**src/rtl/ola_pkg.sv**
```systemverilog
`timescale 1ns / 1ps
`default_nettype none
// ---------------------------------------------------------------------------
// ola_pkg: shared types, codes and fixed-point helpers
// Word layouts for both channels, operator and status codes, and the
// truncating Q1.16 multiply, saturate and uncertainty helpers.
// ---------------------------------------------------------------------------
package ola_pkg;

	localparam int FRAC_BITS = 16;
	localparam int VAL_W     = FRAC_BITS + 1;
	localparam int EXT_W     = VAL_W + 1;
	localparam int ACC_W     = VAL_W + 3;
	localparam logic [VAL_W-1:0] ONE = {1'b1, {FRAC_BITS{1'b0}}};

	localparam int QDEPTH = 4;
	localparam int QPTR_W = 2;

	// operator codes
	localparam logic [2:0] FN_AND  = 3'd0;
	localparam logic [2:0] FN_OR   = 3'd1;
	localparam logic [2:0] FN_ADD  = 3'd2;
	localparam logic [2:0] FN_SUB  = 3'd3;
	localparam logic [2:0] FN_NEG  = 3'd4;
	localparam logic [2:0] FN_CMP  = 3'd5;
	localparam logic [2:0] FN_NONE = 3'd7;

	// status codes
	localparam logic [1:0] ST_OK    = 2'd0;
	localparam logic [1:0] ST_RANGE = 2'd1;
	localparam logic [1:0] ST_DIV0  = 2'd2;

	typedef struct packed {
		logic [2:0]       func;
		logic [VAL_W-1:0] a_belief;
		logic [VAL_W-1:0] a_disbelief;
		logic [VAL_W-1:0] a_base_rate;
		logic [VAL_W-1:0] b_belief;
		logic [VAL_W-1:0] b_disbelief;
		logic [VAL_W-1:0] b_base_rate;
	} req_t;

	typedef struct packed {
		logic [VAL_W-1:0] out_belief;
		logic [VAL_W-1:0] out_disbelief;
		logic [VAL_W-1:0] out_uncertainty;
		logic [VAL_W-1:0] out_base_rate;
		logic [VAL_W-1:0] out_expectation;
		logic [1:0]       status;
		logic             less_than;
	} rsp_t;

	// classified operand word handed from front to back
	typedef struct packed {
		logic [2:0]       func;
		logic             add_oor;
		logic [VAL_W-1:0] aa;
		logic [VAL_W-1:0] ba;
		logic [VAL_W-1:0] ab;
		logic [VAL_W-1:0] bb;
		logic [VAL_W-1:0] ad;
		logic [VAL_W-1:0] bd;
		logic [VAL_W-1:0] au;
		logic [VAL_W-1:0] bu;
	} fe_t;

	function automatic logic [VAL_W-1:0] sat1(input logic [VAL_W-1:0] x);
		return (x > ONE) ? ONE : x;
	endfunction

	function automatic logic [VAL_W-1:0] unc(input logic [VAL_W-1:0] b,
			input logic [VAL_W-1:0] d);
		logic [VAL_W:0] s;
		s = {1'b0, b} + {1'b0, d};
		if (s > {1'b0, ONE})
			return '0;
		return VAL_W'({1'b0, ONE} - s);
	endfunction

	// truncating product of two nonnegative values
	function automatic logic [EXT_W-1:0] mul_u(input logic [EXT_W-1:0] x,
			input logic [EXT_W-1:0] y);
		logic [2*EXT_W-1:0] p;
		p = x * y;
		return p[FRAC_BITS +: EXT_W];
	endfunction

	// product truncated toward zero, second operand signed
	function automatic logic signed [EXT_W:0] mul_s(input logic [EXT_W-1:0] x,
			input logic signed [EXT_W:0] y);
		logic [EXT_W-1:0] ym;
		logic [EXT_W-1:0] p;
		ym = y[EXT_W] ? EXT_W'(-y) : EXT_W'(y);
		p  = mul_u(x, ym);
		return y[EXT_W] ? -$signed({1'b0, p}) : $signed({1'b0, p});
	endfunction

	function automatic logic [VAL_W-1:0] sat_s(input logic signed [ACC_W-1:0] x);
		if (x < 0)
			return '0;
		if (x > $signed({3'b0, ONE}))
			return ONE;
		return x[VAL_W-1:0];
	endfunction

endpackage
`default_nettype wire

```
**src/rtl/ola_queue.sv**
```systemverilog
`timescale 1ns / 1ps
`default_nettype none
// ---------------------------------------------------------------------------
// ola_queue: decoupling queue between front and back
// Small circular buffer of classified words; lets each side stall alone.
// ---------------------------------------------------------------------------
module ola_queue (
	input  wire logic          clk,
	input  wire logic          arst_n,
	input  wire logic          push,
	input  ola_pkg::fe_t       din,
	output logic               full,
	input  wire logic          pop,
	output ola_pkg::fe_t       dout,
	output logic               empty
);

	ola_pkg::fe_t                  mem_q [ola_pkg::QDEPTH];
	logic [ola_pkg::QPTR_W-1:0]    wr_q;
	logic [ola_pkg::QPTR_W-1:0]    rd_q;
	logic [ola_pkg::QPTR_W:0]      cnt_q;
	logic                          do_pop;

	assign full   = (cnt_q == (ola_pkg::QPTR_W+1)'(ola_pkg::QDEPTH));
	assign empty  = (cnt_q == '0);
	assign do_pop = pop && !empty;
	assign dout   = mem_q[rd_q];

	// advance pointers and fill count
	always_ff @(posedge clk or negedge arst_n) begin
		if (!arst_n) begin
			wr_q  <= '0;
			rd_q  <= '0;
			cnt_q <= '0;
		end else begin
			if (push)
				wr_q <= wr_q + 1'b1;
			if (do_pop)
				rd_q <= rd_q + 1'b1;
			if (push && !do_pop)
				cnt_q <= cnt_q + 1'b1;
			else if (!push && do_pop)
				cnt_q <= cnt_q - 1'b1;
		end
	end

	always_ff @(posedge clk) begin
		if (push) begin
			mem_q[wr_q] <= din;
		end
	end

	a_no_overfill: assert property (@(posedge clk) disable iff (!arst_n)
		cnt_q <= (ola_pkg::QPTR_W+1)'(ola_pkg::QDEPTH))
		else $error("queue fill count beyond depth");

	a_no_push_full: assert property (@(posedge clk) disable iff (!arst_n)
		full |-> !push)
		else $error("push into full queue");

endmodule
`default_nettype wire

```
**config.mk**
```make
export PLATFORM = sky130hd
export DESIGN_NAME = ola_queue
export DESIGN_NICKNAME = d
export VERILOG_FILES = /design/src/rtl/ola_pkg.sv /design/src/rtl/ola_queue.sv
export SDC_FILE = /design/constraint.sdc
export NUM_CORES = 1
export LEC_CHECK = 0
export BUFFER_PORTS_ARGS = -buffer_cell sky130_fd_sc_hd__buf_2
export CAP_MARGIN = 40
export CORE_MARGIN = 2
export CORE_UTILIZATION = 57
export CTS_CLUSTER_SIZE = 16
export DETAILED_ROUTE_END_ITERATION = 6
export PLACE_DENSITY_LB_ADDON = 0.08
export SLEW_MARGIN = 5
export SYNTH_ARGS = -nofsm -noshare
export SYNTH_HDL_FRONTEND = slang
export SYNTH_SLANG_ARGS = --single-unit
```
**constraint.sdc**
```tcl
create_clock -name clk -period 5.7 [get_ports clk]
set_clock_uncertainty 0.1 [all_clocks]
set_input_delay 1.14 -clock clk [delete_from_list [all_inputs] [get_ports clk]]
set_output_delay 1.14 -clock clk [all_outputs]
set_load 0.02 [all_outputs]
```
# ---- Yosys cells after proc, flatten, opt, wreduce, memory -nomap -nowiden
# Memories as Yosys holds them, arrays and structs flattened.
# Cells that the tools add are included.
dict set report totals {
  mem_count 1
  ff_bits 7
  input_bits 144
  elab_cells 21
  out_inout_bits 142
  mem_bits_rw 560
}
# name words word_bits rd rd_clocked_by_memory_dff wr line
set memory_table {}
lappend memory_table {mem_q 4 140 1 0 1 ola_queue.sv:18} ;# ola_pkg::fe_t mem_q [ola_pkg::QDEPTH];
dict set report classes {
  addsub 4
  muxes 4
  eq_ne 1
  reduce_logical 8
}
# operator n
set op_table {}
lappend op_table {{$mux W3} 2}
lappend op_table {{$add A2 B1 Y2 const B} 2}
lappend op_table {{$add A3 B1 Y3 const B} 1}
lappend op_table {{$eq A3 B3 Y1 const B} 1}
lappend op_table {{$logic_and A1 B1 Y1} 3}
lappend op_table {{$logic_not A1 Y1} 3}
lappend op_table {{$logic_not A3 Y1} 1}
lappend op_table {{$sub A3 B1 Y3 const B} 1}
lappend op_table {{$mux W1} 2}
lappend op_table {{$reduce_bool A2 Y1} 1}

# ---- Longest topological paths before layout
dict set report depth {
  depth_word 6
  ltp_mapped 8
  mapped_depth_nobuf 8
}

# ---- Worst setup path before layout
# OpenSTA, ideal clock, no wires.
dict set report synth_timing {
  kind {input-to-reg}
  from {input port push}
  to {memory mem_q[2][0] (netlist name), enable pin}
  t_arrival_ns 4.340
  n_path_buf 0
  stages 1
  required_ns 5.084
  setup_time_ns 0.516
  slack_ns 0.744
  cell_sequence {and2_1}
}
dict set report synth_between {
  elab_chain_len 2
}
# item line
set synth_lines {}
lappend synth_lines {{start: declaration} ola_queue.sv:10} ;# input wire logic push,
lappend synth_lines {{$mux W1} ola_queue.sv:48} ;# if (push) begin
lappend synth_lines {{$mux W1 (not written as such)} ola_queue.sv:49} ;# mem_q[wr_q] <= din;
lappend synth_lines {{end: declaration} ola_queue.sv:18}
# No other way between the ends.

==> results.sh <==
export IMPL_leakage_nw=8.27
export IMPL_path_clk_slew_ns=0.06
export IMPL_yosysSeqAreaShare_pct=82.6
export IMPL_dieArea_um2=37600
export IMPL_antenna_left=0
export IMPL_maxCapViolations=0
export IMPL_clock_latency_ns=0.59
export IMPL_num_io_pins=286
export IMPL_post_drt_via_cell_ratio=5.60
export IMPL_cts_root_buf="clkbuf_16"
export IMPL_dpl_instance_area_um2=22600
export IMPL_place_hpwl_um=22000
export IMPL_p_int_mw=8.95
export IMPL_maxSlewViolCount=0
export IMPL_wl_per_cell_um=23.3
export IMPL_met3WireLength_um=2890
export IMPL_status="complete, no violations"
export IMPL_syn_inst=767
export IMPL_synth_top_area_share_pct=81.7
export IMPL_final_nets=1242
export IMPL_first_pass_iters=4
export IMPL_ctsHoldBuffers=0
export IMPL_drive_gt1_share_pct=45.3
export IMPL_rsz0062_at_grt="no"
export IMPL_yosys_top_cells_area="edfxtp_1, mux4_2, dfrtp_1"
export IMPL_synth_ff_type="edfxtp_1"
export IMPL_final_area_um2=24300
export IMPL_cp_required_ns=4.46
export IMPL_min_period_over_period_pct=68.4
export IMPL_synthDistinctLibCells=19
export IMPL_synth_edf_count=560
export IMPL_critPathArrivalTime_ns=2.66
export IMPL_synth_seq_cells=567
export IMPL_grt_pass1_vias=9502
export IMPL_yosysWarnings=0
export IMPL_endpoint_kind="output port"
export IMPL_p_sw_mw=4.05
export IMPL_cts_repair_resized=0
export IMPL_htreeDepth=2
export IMPL_wl_met1_um=15100
export IMPL_drc=0
export IMPL_p_clk_share_pct=25.2
export IMPL_overflow=0
export IMPL_grt_max_degree=82
export IMPL_startpoint_type="flop"
export IMPL_finalSetupTns_ns=0
export IMPL_coreArea_um2=35600
export IMPL_num_vias=8977
export IMPL_hold_viol=0
export IMPL_syn_avg_cell_area_um2=26.8
export IMPL_gp_congestion=0.720
export IMPL_worst_pin_slew_ns=0.791
export IMPL_yosys_cell_count_top_type="edfxtp_1"
export IMPL_postCtsSetupBuffers=0
export IMPL_wl_um=37400
export IMPL_areaGrowthSynthToFinish_pct=18.0
export IMPL_seqPwrFrac_pct=43.8
export IMPL_relSlewSlack_pct=47.2
export IMPL_cts_tree="yes"
export IMPL_ir_worst_vdd_v=0.000516
export IMPL_portBuffers=285
export IMPL_finalSetupViolCount=0
export IMPL_max_freq_mhz=256
export IMPL_place_inst=1496
export IMPL_synth_common_cells="edfxtp_1, mux4_2, buf_2, buf_6, dfrtp_1"
export IMPL_grt_usage_pct=20.2
export IMPL_highest_layer="met5"
export IMPL_hp_class="in2async"
export IMPL_finalNonFillerCells=1603
export IMPL_syn_nets=917
export IMPL_wl_met2_um=18500
export IMPL_clock_sinks=567
export IMPL_numCtsBuffers=55
export IMPL_synth_largest_area_cell="edfxtp_1"
export IMPL_grt_first_pass_wirelength_um=56900
export IMPL_drt_iter0_markers=539
export IMPL_switching_share_pct=31.2
export IMPL_final_min_clock_period_ns=3.90
export IMPL_core_rowCount=69
export IMPL_antenna_found_initial=13
export IMPL_syn_area_um2=20600
export IMPL_p_per_area_nw_per_um2=535
export IMPL_ys_async_sr_fraction_pct=1.23
export IMPL_die_h_um=194
export IMPL_initial_core_util_pct=57.9
export IMPL_fp_dieW_um=194
export IMPL_hold_ws_ns=0.270
export IMPL_worstSetupPathType="reg2out"
export IMPL_combinationalPowerShare_pct=31.1
export IMPL_clk_path_buf_depth=3
export IMPL_cp_max_fo=52
[state kept, by name, indices dropped and copies added, names as in the netlist]
name,flops
mem_q,560
cnt_q,3
rd_q,2
wr_q,2
[layer usage]
layer	global-route usage, %	vias up
li1	-	3987
met1	27.4	4659
met2	31.8	260
met3	6.24	61
met4	6.93	10
met5	0	-
[power groups by stage]
| stage | combinational, mW | clock [mW] | sequential (mW) |
|---|---|---|---|
| 6_report | 4.04 | 3.27 | 5.69 |
| 5_1_grt | 4.30 | 3.51 | 5.76 |
| 4_1_cts | 4.15 | 3.35 | 5.70 |
| 3_5_place_dp | 4.13 | 0 | 5.79 |
| 3_3_place_gp | 4.08 | 0 | 5.76 |
| 2_1_floorplan | 2.92 | 0 | 5.75 |
[layout by cell type (no fill, tap or decap), drive strengths merged]
master  synthesis  final
nand3           1      1
fa              1      1
or3             1      1
inv             4      5
xor2            3      3
mux4          140    140
dfrtp           7      7
ha              5      5
nor3b           1      1
clkbuf          5     78
o21ai           1      1
nor2            1      1
buf            27    300
xnor2           3      3
nand2           2      2
and2            4      4
clkinv          0     20
mux2            1      1
diode           0      7
bufinv          0      1
edfxtp        560    560
[metrics by stage]
stage | total power, mW | setup slack [ns] | util (%)
2_1_floorplan | 8.67 | 0.744 | -
3_3_place_gp | 9.84 | 2.39 | 63.4
3_5_place_dp | 9.92 | 2.36 | 63.7
4_1_cts | 13.2 | 1.71 | 68.2
5_1_grt | 13.6 | 1.67 | 68.2
6_report | 13.0 | 1.80 | 68.3
[critical path: stages, from the launching register on]
cell and delay [ns]:
dfrtp_4 0.95, buf_4 0.53, mux4_2 0.39, buf_2 0.18
[final timing paths]
kind / to / start / slack, ns / depth (start not counted)
setup / recovery: dout[53] / rd_q[1] / 1.80 / 3
hold / removal: cnt_q[2] / arst_n / 0.27 / 1
setup reg to reg: cnt_q[2] / cnt_q[0] / 3.44 / 8
hold reg to reg: cnt_q[2] / cnt_q[2] / 0.38 / 1
max in group asynchronous: rd_q[1] / arst_n / 5.04 / 1
min in group clk: cnt_q[2] / cnt_q[2] / 0.38 / 1
[final cells by class]
cell class	instances	area, um2
Inverter	4	15.0
Fill cell	2211	11300
Clock inverter	22	136
Clock buffer	78	1480
Antenna cell	7	17.5
Tap cell	461	577
Multi-Input combinational cell	164	3370
Timing Repair Buffer	300	1690
Sequential cell	567	17000
[cells by family after synthesis]
group           count (synthesis)  share of synthesized area [%]
compound gates                  1                         0.0243
xor+xnor                        6                          0.255
fa+ha+maj                       6                          0.401
buf+inv                        36                           1.12
flops                         567                           82.6
mux                           141                           15.4
simple gates                   10                          0.267
Note: power is estimated with default switching activity, not from simulation.
