[config.mk]
export PLATFORM = sky130hd
export DESIGN_NAME = ola_front
export DESIGN_NICKNAME = d
export VERILOG_FILES = /design/src/rtl/ola_pkg.sv /design/src/rtl/ola_front.sv
export SDC_FILE = /design/constraint.sdc
export NUM_CORES = 1
export LEC_CHECK = 0
export BUFFER_PORTS_ARGS = -buffer_cell sky130_fd_sc_hd__buf_4
export CORE_ASPECT_RATIO = 1.25
export CORE_MARGIN = 4
export CORE_UTILIZATION = 52
export DETAILED_ROUTE_END_ITERATION = 7
export GPL_TIMING_DRIVEN = 0
export HOLD_SLACK_MARGIN = 0.02
export PLACE_DENSITY = 0.86
export SLEW_MARGIN = 20
export SYNTH_ARGS = -nofsm -noshare
export SYNTH_HDL_FRONTEND = slang
export SYNTH_SLANG_ARGS = --single-unit
[constraint.sdc]
create_clock -name clk -period 18.61 [get_ports clk]
set_input_delay 3.722 -clock clk [delete_from_list [all_inputs] [get_ports clk]]
set_output_delay 3.722 -clock clk [all_outputs]
set_load 0.03 [all_outputs]
[src/rtl/ola_pkg.sv]
`timescale 1ns / 1ps
`default_nettype none
// ---------------------------------------------------------------------------
// ola_pkg: shared types, codes and fixed-point helpers
// Word layouts for both channels, operator and status codes, and the
// truncating Q1.16 multiply, saturate and uncertainty helpers.
// ---------------------------------------------------------------------------
package ola_pkg;

	localparam int FRAC_BITS = 16;
	localparam int VAL_W     = FRAC_BITS + 1;
	localparam int EXT_W     = VAL_W + 1;
	localparam int ACC_W     = VAL_W + 3;
	localparam logic [VAL_W-1:0] ONE = {1'b1, {FRAC_BITS{1'b0}}};

	localparam int QDEPTH = 4;
	localparam int QPTR_W = 2;

	// operator codes
	localparam logic [2:0] FN_AND  = 3'd0;
	localparam logic [2:0] FN_OR   = 3'd1;
	localparam logic [2:0] FN_ADD  = 3'd2;
	localparam logic [2:0] FN_SUB  = 3'd3;
	localparam logic [2:0] FN_NEG  = 3'd4;
	localparam logic [2:0] FN_CMP  = 3'd5;
	localparam logic [2:0] FN_NONE = 3'd7;

	// status codes
	localparam logic [1:0] ST_OK    = 2'd0;
	localparam logic [1:0] ST_RANGE = 2'd1;
	localparam logic [1:0] ST_DIV0  = 2'd2;

	typedef struct packed {
		logic [2:0]       func;
		logic [VAL_W-1:0] a_belief;
		logic [VAL_W-1:0] a_disbelief;
		logic [VAL_W-1:0] a_base_rate;
		logic [VAL_W-1:0] b_belief;
		logic [VAL_W-1:0] b_disbelief;
		logic [VAL_W-1:0] b_base_rate;
	} req_t;

	typedef struct packed {
		logic [VAL_W-1:0] out_belief;
		logic [VAL_W-1:0] out_disbelief;
		logic [VAL_W-1:0] out_uncertainty;
		logic [VAL_W-1:0] out_base_rate;
		logic [VAL_W-1:0] out_expectation;
		logic [1:0]       status;
		logic             less_than;
	} rsp_t;

	// classified operand word handed from front to back
	typedef struct packed {
		logic [2:0]       func;
		logic             add_oor;
		logic [VAL_W-1:0] aa;
		logic [VAL_W-1:0] ba;
		logic [VAL_W-1:0] ab;
		logic [VAL_W-1:0] bb;
		logic [VAL_W-1:0] ad;
		logic [VAL_W-1:0] bd;
		logic [VAL_W-1:0] au;
		logic [VAL_W-1:0] bu;
	} fe_t;

	function automatic logic [VAL_W-1:0] sat1(input logic [VAL_W-1:0] x);
		return (x > ONE) ? ONE : x;
	endfunction

	function automatic logic [VAL_W-1:0] unc(input logic [VAL_W-1:0] b,
			input logic [VAL_W-1:0] d);
		logic [VAL_W:0] s;
		s = {1'b0, b} + {1'b0, d};
		if (s > {1'b0, ONE})
			return '0;
		return VAL_W'({1'b0, ONE} - s);
	endfunction

	// truncating product of two nonnegative values
	function automatic logic [EXT_W-1:0] mul_u(input logic [EXT_W-1:0] x,
			input logic [EXT_W-1:0] y);
		logic [2*EXT_W-1:0] p;
		p = x * y;
		return p[FRAC_BITS +: EXT_W];
	endfunction

	// product truncated toward zero, second operand signed
	function automatic logic signed [EXT_W:0] mul_s(input logic [EXT_W-1:0] x,
			input logic signed [EXT_W:0] y);
		logic [EXT_W-1:0] ym;
		logic [EXT_W-1:0] p;
		ym = y[EXT_W] ? EXT_W'(-y) : EXT_W'(y);
		p  = mul_u(x, ym);
		return y[EXT_W] ? -$signed({1'b0, p}) : $signed({1'b0, p});
	endfunction

	function automatic logic [VAL_W-1:0] sat_s(input logic signed [ACC_W-1:0] x);
		if (x < 0)
			return '0;
		if (x > $signed({3'b0, ONE}))
			return ONE;
		return x[VAL_W-1:0];
	endfunction

endpackage
`default_nettype wire

[src/rtl/ola_front.sv]
`timescale 1ns / 1ps
`default_nettype none
// ---------------------------------------------------------------------------
// ola_front: request intake and classification
// Saturates operands, derives both uncertainties, checks the add range and
// maps operator codes, then hands the word to the queue.
// ---------------------------------------------------------------------------
module ola_front (
	input  wire logic          clk,
	input  wire logic          arst_n,
	input  wire logic          req_valid,
	input  ola_pkg::req_t      req,
	output logic               req_stall,
	input  wire logic          q_full,
	output logic               q_push,
	output ola_pkg::fe_t       fe
);

	ola_pkg::fe_t fe_d;
	ola_pkg::fe_t fe_s1;
	logic         fe_v_s1;
	logic [ola_pkg::VAL_W:0] sum_a;
	logic [ola_pkg::VAL_W:0] sum_b;

	// saturate inputs and classify the operator
	always_comb begin
		fe_d.aa = ola_pkg::sat1(req.a_base_rate);
		fe_d.ba = ola_pkg::sat1(req.b_base_rate);
		fe_d.ab = ola_pkg::sat1(req.a_belief);
		fe_d.bb = ola_pkg::sat1(req.b_belief);
		fe_d.ad = ola_pkg::sat1(req.a_disbelief);
		fe_d.bd = ola_pkg::sat1(req.b_disbelief);
		fe_d.au = ola_pkg::unc(fe_d.ab, fe_d.ad);
		fe_d.bu = ola_pkg::unc(fe_d.bb, fe_d.bd);
		sum_a = {1'b0, fe_d.aa} + {1'b0, fe_d.ba};
		sum_b = {1'b0, fe_d.ab} + {1'b0, fe_d.bb};
		fe_d.add_oor = (sum_a > {1'b0, ola_pkg::ONE}) || (sum_b > {1'b0, ola_pkg::ONE});
		case (req.func)
			ola_pkg::FN_AND: fe_d.func = ola_pkg::FN_AND;
			ola_pkg::FN_OR:  fe_d.func = ola_pkg::FN_OR;
			ola_pkg::FN_ADD: fe_d.func = ola_pkg::FN_ADD;
			ola_pkg::FN_SUB: fe_d.func = ola_pkg::FN_SUB;
			ola_pkg::FN_NEG: fe_d.func = ola_pkg::FN_NEG;
			ola_pkg::FN_CMP: fe_d.func = ola_pkg::FN_CMP;
			default:         fe_d.func = ola_pkg::FN_NONE;
		endcase
	end

	assign req_stall = fe_v_s1 && q_full;
	assign q_push    = fe_v_s1 && !q_full;
	assign fe        = fe_s1;

	// hold the word until the queue takes it
	always_ff @(posedge clk or negedge arst_n) begin
		if (!arst_n) begin
			fe_v_s1 <= 1'b0;
		end else if (!req_stall) begin
			fe_v_s1 <= req_valid;
		end
	end

	always_ff @(posedge clk) begin
		if (!req_stall && req_valid) begin
			fe_s1 <= fe_d;
		end
	end

endmodule
`default_nettype wire

## Yosys cells after proc, flatten, opt, wreduce, memory -nomap -nowiden

Cells that the tools add are included.

| cells by class | value |
|---|---|
| add/subtract/negate cells | 6 |
| $lt $le $gt $ge | 10 |
| equality and inequality tests | 5 |
| mux-type cells | 13 |
| reductions and logical operators | 7 |

Operators by type and width:

| operator | number |
|---|---|
| 17-bit two-way mux | 10 |
| 17-bit > comparator, second input constant | 6 |
| 17-bit by 17-bit adder with 18-bit output | 4 |
| 18-bit by 17-bit > comparator with 1-bit output, second input constant | 4 |
| 17-bit subtractor, first input constant | 2 |
| 3-bit case mux with 6 select lines | 1 |
| 3-bit by 2-bit == test with 1-bit output, second input constant | 2 |
| 3-bit == test, second input constant | 2 |
| 3-bit by 1-bit == test with 1-bit output, second input constant | 1 |
| 1-bit logical AND | 3 |
| 3-bit logical NOT | 1 |
| 1-bit logical NOT | 2 |
| 1-bit two-way mux | 2 |
| 1-bit logical OR | 1 |

| storage, ports and cells | value |
|---|---|
| bits in registers | 141 |
| bits of input ports | 109 |
| output and inout port bits | 142 |
| word-level logic and storage cells | 52 |

## Depth between registers and ports, before layout

| depth | value |
|---|---|
| depth after elaboration | 6 |
| depth in mapped cells | 19 |
| mapped depth without buffers | 16 |

## Worst setup path after synthesis

OpenSTA, ideal clock, no wires.

| timing | value |
|---|---|
| kind | input to register |
| start point | input q_full |
| end point | register fe_s1 (netlist bit fe[0]) (enable) |
| setup time | 0.655 ns |
| data arrival time | 10.138 ns |
| required time | 17.955 ns |
| slack | 7.818 ns |
| cell stages on the path | 2 |
| path buffers | 0 |
| cells stage by stage | and2_1 nor2b_1 |

| on the way | value |
|---|---|
| longest elaborated chain between the ends | 3 |

Ends and longest elaborated chain:

| item | line | text |
|---|---|---|
| start: declaration | ola_front.sv:14 | `input wire logic q_full,` |
| 1-bit logical AND | ola_front.sv:49 | `assign req_stall = fe_v_s1 && q_full;` |
| 1-bit logical NOT | ola_front.sv:63 | `if (!req_stall && req_valid) begin` |
| 1-bit logical AND | ola_front.sv:63 |  |
| end signal: assignment | ola_front.sv:64 | `fe_s1 <= fe_d;` |
| end: declaration | ola_front.sv:20 | `ola_pkg::fe_t fe_s1;` |

No other way between the ends.
A chain may end at the register's enable or synchronous reset.

==> reports/results.tsv <==
stage	metric	value	unit
synth	top cell type by total area after synthesis	edfxtp_1	
drt	routed vias	8272	
sta	Slew headroom	36.94	%
layout	Layout area overhead	30.88	%
cts	Reg clk slew, reported paths	0.06	ns
setup_path	Buf/Inv on CP	4	
cts	post_cts resized	0	
sta	final setup vio count	0	
sta	Fin Clk Skew	0.01013	ns
synth	Mapped Cells	896	
cts	CTS hold repair buffers	0	
sta	final hold viol count	0	
placed_design	gpl congestion	0.9293	
synth	post-synthesis cell type count	72	
global_route	vias in the first global route	8046	
pwr	Sw Share	32.34	%
drt	# DRC	0	
pwr	Gate power share	26.6	%
layout	layout cell share with drive strength beyond 1	27.11	%
setup_path	family with the most delay on the worst path	simple AND/OR/NAND/NOR gates	
sta	Max Slew Vio Count	0	
drt	DRT iter0 DRCs	742	
layout	fill count	1267	
setup_path	Required @ worst endpoint	18.89	ns
cts	setup bufs post-CTS	0	
drt	routed vias/inst	5.875	
synth	commonest cells in the netlist	edfxtp_1, nor2b_1, nor2_1	
global_route	GRT Total Usage	26.28	%
setup_path	R2R Path Start	fe_v_s1	
setup_path	R2R depth	5	
sta	setup_tns	0	ns
floorplanning	Horiz. Die Dim	127.5	um
cts	TritonCTS buffer count	17	
worst_hold_path	hold path start	fe_v_s1	
sta	f_max	109.1	MHz
synth	Primary FF master, synth	edfxtp_1	
drt	post-route ant nets	0	
layout	FF+latch area	4229	um^2
global_route	grt total ovfl	0	
floorplanning	floorplan row count	54	
cts	Worst-Skew Late Latency	0.43	ns
layout	ANT cells	0	
sta	min cycle time layout	9.168	ns
sta	final worst-path cycle share	49.27	%
pwr	Int Power	0.6509	mW
worst_hold_path	worst hold path depth	2	
setup_path	worst path cell trace	buf_4 > or4_1 > o41ai_2 > buf_2 > clkbuf_1 > and2_1 > ha_1 > fa_1 > a211o_1 > a21o_1 > a31oi_1 > a311oi_1 > a211oi_1 > nor2_1 > xnor2_1 > nor4_1 > nor3b_1 > o21ai_1 > clkbuf_1 > nor2_1	
outcome	status	complete, no violations	
synth	Async S/R FF share, synth	0.7092	%
pwr	pwr dens	79.17	nW/um^2
placed_design	port bufs	250	
floorplanning	die area	20070	um^2
setup_path	CP max-delay cell	o41ai_2	
setup_path	reg-to-reg slack, setup	16.58	ns
global_route	initial antenna violation count	0	
drt	drt total wl	26900	um
synth	syn_nets	1071	
worst_hold_path	Worst Hold Class	reg -> reg	
synth	main area contributors after synthesis	edfxtp_1, ha_1, nor2b_1, xnor2_1, a21oi_1	
setup_path	Crit Path Max Fanout	10	
synth	Mapped Area	9283	um^2
job	Max Cap Viol	0	
placed_design	Post-DP HPWL	21180	um
pwr	leakage	5.225	nW
synth	most common cell in the netlist	edfxtp_1	
layout	final net count	1346	
sta	Least-Margin Pin Slew	0.9336	ns
setup_path	CP peak stage delay	0.56	ns
sta	RSZ-0062 raised after global routing	no	
pwr	sw power	0.3110	mW
setup_path	Crit. End Element	flop	
floorplanning	placeable core region	17500	um^2
floorplanning	Top Ports	251	
cts	clock sinks	141	
synth	syn avg cell area	10.36	um^2
global_route	pin count of the biggest net entering global routing	28	
worst_hold_path	WHS Endpoint	fe_v_s1	
global_route	first-pass GRT wire length	41340	um
drt	DRT Pass-1 Iters	6	
cts	CTS max path bufs	2	
setup_path	kind of critical path	in -> reg	
cts	Root Driver	clkbuf_16	
pwr	register share of total power	39.7	%
synth	post-synthesis sequential area ratio	45.56	%
pwr	Peak VDD IR	0.06033	mV
setup_path	CP Launch Type	input port	
floorplanning	Die Y	157.4	um
synth	FF+latch count, synth	141	
floorplanning	Initial Utilization	53.05	%
cts	CTS tree	built	
synth	number of synthesized flops with an enable pin	140	
pwr	power share of the clock group	33.7	%
drt	WL per Instance	19.11	um
layout	area of the multi-input gates	4767	um^2
setup_path	worst r2r dst	fe[88]	
synth	top-area cell type share of the netlist area	45.29	%
layout	Finished Core Util	69.43	%
cts	H-tree depth	4	
setup_path	CP arrival	9.44	ns
synth	Yosys warnings	0	
## per-stage QoR
stage | total power, mW | std cells | setup slack, ns | hold slack, ns | instance area [um^2]
after global placement | 0.6363 | 1370 | 5.247 | 0.6175 | 11440
final | 0.9619 | 1408 | 9.442 | 0.7353 | 12150
after floorplan | 0.5540 | 896 | 7.818 | 0.8276 | 9283
after detailed placement | 0.6408 | 1376 | 9.337 | 0.7239 | 11600
after global routing | 1.002 | 1408 | 9.190 | 0.7512 | 12150
after CTS | 0.9644 | 1408 | 9.616 | 0.7409 | 12150
## worst reg2reg max path: cells and delay by family (launching register included)
kind                   cells  cell delay [ns]
DFF                        1             0.37
buffers and inverters      3             0.63
and+or+nand+nor            2             0.73
## metal layers
layer | global-route usage (%) | vias to the layer above | wire [um]
li1 | - | 3909 | -
met5 | 0 | - | 0
met3 | 6.110 | 48 | 2417
met1 | 31.31 | 3909 | 10350
met4 | 8.431 | 0 | 578
met2 | 46.90 | 406 | 13550
## cell families (layout without fill, tap and decap cells)
family                   Yosys count  in the layout  share of synthesized area (%)
AO/OA/AOI/OAI                    206            206                          15.24
multiplexers                       5              5                         0.5526
flip-flops                       141            141                          45.56
XOR/XNOR                          65             65                          6.133
AND/OR/NAND/NOR                  336            336                          19.91
adder cells (fa/ha/maj)           68             68                          9.435
buffers and inverters             75            363                          3.167
## power by group through the flow
stage                     Combinational [mW]  Clock (mW)  Sequential, mW
after floorplan                        0.120           0           0.434
after global placement                 0.242           0           0.394
after detailed placement               0.252           0           0.389
after CTS                              0.255       0.327           0.382
after global routing                   0.276       0.342           0.384
final                                  0.256       0.324           0.382
## layout by cell type (no fill, tap or decap), types with 7 or more instances in the layout
| cell type | synthesis | routed |
|---|---|---|
| a31oi_1 | 8 | 8 |
| nand3_1 | 20 | 20 |
| clkbuf_16 | 0 | 17 |
| o211ai_1 | 7 | 7 |
| a21o_1 | 22 | 22 |
| a21oi_1 | 57 | 57 |
| ha_1 | 62 | 62 |
| and2_1 | 20 | 20 |
| clkbuf_1 | 21 | 21 |
| inv_1 | 50 | 50 |
| buf_4 | 0 | 250 |
| nand2_1 | 50 | 50 |
| o21ai_0 | 29 | 29 |
| nor2_1 | 70 | 70 |
| nor4_1 | 21 | 21 |
| xnor2_1 | 42 | 42 |
| nor3_1 | 18 | 18 |
| edfxtp_1 | 140 | 140 |
| xor2_1 | 23 | 23 |
| a211oi_1 | 8 | 8 |
| and3_1 | 7 | 7 |
| nor2b_1 | 76 | 75 |
## area by class of cell
| type | instances | area share [%] |
|---|---|---|
| Clock buffer | 17 | 3.502 |
| Inverter | 52 | 1.607 |
| Sequential cell | 141 | 34.81 |
| Tap cell | 224 | 2.307 |
| Buffer | 23 | 0.8136 |
| Multi-Input combinational cell | 680 | 39.24 |
| Clock inverter | 15 | 1.040 |
| Timing Repair Buffer | 256 | 16.68 |
## flip-flops by register name, summed over array words and instances (netlist names)
register / cells
fe_v_s1: 1
fe: 140
## worst max path at each step
stage | start | slack (ns) | cells past startpoint | to
final | req[25] | 9.44 | 20 | fe[11]
after detailed placement | req[25] | 9.34 | 20 | fe[4]
after CTS | req[25] | 9.62 | 20 | fe[11]
after global routing | req[25] | 9.19 | 17 | fe[11]
after floorplan | q_full | 7.82 | 2 | fe[0]
after global placement | q_full | 5.25 | 3 | fe[18]
Power figures use the tool's default switching activity.
